==> config.mk <==
export PLATFORM = sky130hd
export DESIGN_NAME = ffsa_table
export DESIGN_NICKNAME = d
export VERILOG_FILES = /design/src/hdl/ffsa_table.sv
export SDC_FILE = /design/constraint.sdc
export NUM_CORES = 2
export LEC_CHECK = 0
export BUFFER_PORTS_ARGS = -buffer_cell sky130_fd_sc_hd__buf_2
export CAP_MARGIN = 20
export CORE_MARGIN = 2
export CORE_UTILIZATION = 37
export CTS_BUF_LIST = sky130_fd_sc_hd__clkbuf_8 sky130_fd_sc_hd__clkbuf_16
export DETAILED_ROUTE_END_ITERATION = 10
export GPL_ROUTABILITY_DRIVEN = 0
export PLACE_DENSITY = 0.54
export RECOVER_POWER = 50
export SLEW_MARGIN = 20
export SYNTH_ARGS = -nofsm -noshare
export SYNTH_HDL_FRONTEND = slang
export SYNTH_SLANG_ARGS = --single-unit
==> constraint.sdc <==
create_clock -name clk -period 7.95 [get_ports clk]
set_input_delay 0.3975 -clock clk [delete_from_list [all_inputs] [get_ports clk]]
set_output_delay 0.3975 -clock clk [all_outputs]
set_load 0.01 [all_outputs]
==> src/hdl/ffsa_table.sv <==
// Segment table memory: one write port and one registered read port.
module ffsa_table #(
	parameter int AW    = 32,
	parameter int DEPTH = 64,
	localparam int IW   = (DEPTH > 1) ? $clog2(DEPTH) : 1
) (
	input  logic          clk,
	input  logic          rd_en,
	input  logic [IW-1:0] rd_addr,
	output logic [AW-1:0] rd_start,
	output logic [AW-1:0] rd_len,
	input  logic          wr_en,
	input  logic [IW-1:0] wr_addr,
	input  logic [AW-1:0] wr_start,
	input  logic [AW-1:0] wr_len
);

	logic [2*AW-1:0] mem [DEPTH];
	logic [2*AW-1:0] rd_data_q;

	always_ff @(posedge clk) begin
		if (wr_en) begin
			mem[wr_addr] <= {wr_start, wr_len};
		end
	end

	always_ff @(posedge clk) begin
		if (rd_en) begin
			rd_data_q <= mem[rd_addr];
		end
	end

	assign rd_start = rd_data_q[2*AW-1:AW];
	assign rd_len   = rd_data_q[AW-1:0];

endmodule

---- Yosys cells after proc, flatten, opt, wreduce, memory -nomap -nowiden ----
Memories as Yosys holds them, arrays and structs flattened. A register that Yosys moved wholly into a read port is not among the register bits.
Cells that the tools add are included.
storage, ports and cells
  register bits ........................... 0
  bits in writable memories ............... 4096
  input port bits ......................... 79
  logic and storage cells ................. 3
  memories kept ........................... 1
operators by class
  mux-type cells .......................... 2
memories
  memory  words  width  read ports  clocked after Yosys merged registers in  wr ports  line  RTL
  mem     64     64     1           1                                        1         18    logic [2*AW-1:0] mem [DEPTH];
operators with widths
  cell              count
  2-to-1 mux 1 bit  2

---- Depth between registers and ports, before layout ----
  depth in word-level cells ............... 2
  mapped depth ............................ 9
  gate-level depth less buffers ........... 5

---- Worst setup path before layout ----
Ideal clock, no wire load.
  path type ............................... input-to-reg
  from .................................... input port wr_addr[3]
  to ...................................... memory mem[48][0] (netlist bit) (enable)
  data arrival time ....................... 5.269 ns
  path slack .............................. 2.117 ns
  stages .................................. 4
  buffers on the path ..................... 1
  path through ............................ clkbuf_1 nor2b_1 nand4b_1 nor3_1
RTL lines
  what                line  RTL
  start: declaration  13    input logic [IW-1:0] wr_addr,
  end: declaration    18
Straight into the memory's write port.

---- Worst setup path after layout ----
  from .................................... input port rd_en
  to ...................................... register rd_data_q[55], read port of mem (enable)
RTL lines
  what                line  RTL
  start: declaration  8     input logic rd_en,
  end: declaration    19    logic [2*AW-1:0] rd_data_q;
No word-level cell between the ends.

==> run metrics <==
slew margin rel. -162%; met3 Track Usage GR just under 3%; Gate Count Post-Synth between 6,000 and 7,000; final layout net count about 7,100; Clock transition at path regs about 0.06 ns; drt wl/cell about 36 um; min-delay src wr_addr[2]; H-tree level count 5; number of buffers created by CTS between 400 and 500; vias in the first global route 76,400; number of nets with antenna violations after routing 0; Hold Crit Endpoint mem[54][20]$_DFFE_PP_; CTS tree done; final slew viol count roughly 4,200; WHS Path Cells 3; placed cell areas roughly 170,000 um^2; Design Area, Final ~180,000 um^2; R2R setup slack approximately 5.3 ns; via density per instance between 5 and 6; worst hold path type in2reg; Worst-Margin Slew ~3.9 ns; Lkg Pwr approximately 55 nW; HPWL after detailed placement about 240,000 um; syn nets 6,677; maxcap violations between 60 and 70; cts repair resizes 0; count of cell types in the netlist 32; # DRC 0; largest net degree at the start of global routing ~120; top-count cell post-synth edfxtp_1; # setup viols final 0; M2 GR Usage a little over a third; total global-route track usage a little over a fifth; fin util 42.4%; failing checks max-capacitance violations, max-slew violations; grt ovf 0; clock tree buffer depth 4; Register-to-Register Path Depth 5; share of Yosys cell area claimed by the top area cell type between 70% and 80%; IO Port Bufs between 100 and 150; Fin Clk Skew between 0.07 and 0.08 ns; initial antenna violation count between 40 and 50; DRT iter0 DRCs 9,666; Critical Path Sink Type flip-flop; Root Driver clkbuf_16; Commonest cells post-synth 4,160 x edfxtp_1, 1,024 x mux4_2, 170 x buf_2, 168 x a22oi_1, 140 x clkbuf_1; syn avg cell area 23.8 um^2; die area between 400,000 and 500,000 um^2; worst hold slack 0.259 ns; GRT busiest layer met2; reg2reg end rd_data_q[62]$_DFFE_PP_; Clock Latency Late Sink around 0.97 ns; final hold vios 0; WP data required 8.55 ns; Yosys top cell by area edfxtp_1; Starting Density between 30 and 40%; sequential area share after synthesis 79.6%; Die Height ~660 um; CP Launch Type primary input; grt met1 use ~29%; unrepaired setup endpoints after global routing false; ys async rst share 0%; Period minus WS final about 5.0 ns; critical path arrival approximately 5.6 ns; cell row count around 240; Post-synth EDFFs 4,160; Core Region roughly 420,000 um^2; synth warn 0; WL final roughly 470,000 um; Fin Setup TNS 0 ns; Syn Std Cell Area 157,000 um^2; Setup Crit Path Kind in2reg; #FFs+latches synth roughly 4,200; first-pass GRT wire length 637,000 um; status finished, violations left; Clock Sinks approximately 4,200; Fmax 200 MHz; ys flop type edfxtp_1; worst reg2reg startpoint mem[8][62]$_DFFE_PP_; first-pass detailed-route iteration total 5; CP max FO 27; maximum VDD drop 0.000185 V; Die X around 660 um; I/O pins ~140; routed vias about 76,000; Final period util a little over three fifths; share of cells above drive strength 1 a little over a quarter; top post-synthesis cells by area edfxtp_1 80%, mux4_2 15%, mux2i_1 0.86%, a22oi_1 0.80%, buf_2 0.54%; Area growth, synth to finish 14.2%; Pwr Density around 260 nW/um^2
[how the worst max path moves through the flow]
stage | from | end | slack, ns
global placement | rd_addr[0] | rd_data_q[62]$_DFFE_PP_ | 3.70
global route | rd_en | rd_data_q[58]$_DFFE_PP_ | 3.03
CTS | rd_addr[0] | rd_data_q[62]$_DFFE_PP_ | 4.75
floorplan | wr_addr[3] | mem[48][0]$_DFFE_PP_ | 2.12
finish | rd_en | rd_data_q[55]$_DFFE_PP_ | 2.95
detailed placement | rd_addr[0] | rd_data_q[62]$_DFFE_PP_ | 3.70
[placed cells by master, fill, tap and decap left out, types with 83 or more instances in the layout]
cell type  count
mux4_2      1024
buf_4        132
o22ai_1       83
clkbuf_16    429
a22o_1        88
mux2i_1      135
edfxtp_1    4160
clkinv_1     106
inv_1        103
a22oi_1      168
[state kept, by name (all words and copies together) (netlist names)]
name / cells
mem: 4096
rd_data_q: 64
[area by class of cell]
type                       instances  area (um^2)
inverter                          19         71.3
sequential                      4160       125000
clock inverter                   351         2730
timing repair buffer             356         2870
fill                           36000       244000
tap                             5663         7090
multi-input combinational       2049        30800
clock buffer                     429        10700
antenna                           16         40.0
[where the power goes]
part,switching (mW),leakage [nW],internal [mW]
registers,0.0982,37.5,24.4
clock network,8.46,6.88,10.9
logic,1.34,10.8,0.738
total,9.90,55.2,36.0
[per-layer routing]
metal / wire, um / vias up
met2: 234000 / 3332
met1: 187000 / 42200
met4: 12400 / 8
li1: - / 29500
met5: 55 / -
met3: 32300 / 647
[per-stage QoR]
stage / setup WS, ns / cells / total power [mW]
after floorplan: 2.12 / 6598 / 26.0
after global placement: 3.70 / 12200 / 27.0
after detailed placement: 3.70 / 12200 / 27.0
after CTS: 4.75 / 13000 / 46.3
after global routing: 3.03 / 13000 / 47.2
final: 2.95 / 13000 / 45.9
[worst max-delay path, cell delays in order]
cell	delay, ns
dlygate4sd3_1	0.53
clkbuf_1	1.73
clkbuf_1	1.85
buf_4	0.94
[logic make-up after synthesis]
group / count (synthesis) / share of synthesized area (%)
AOI/OAI and AO/OA: 504 / 2.47
muxes: 1159 / 15.6
DFF: 4160 / 79.6
buffers and inverters: 389 / 1.18
and+or+nand+nor: 386 / 1.23
[repair_timing]
action	4_1_cts	5_1_grt
hold endpoints to repair	16	390
buffers inserted	0	0
hold buffers	1	18
Power figures use the tool's default switching activity.
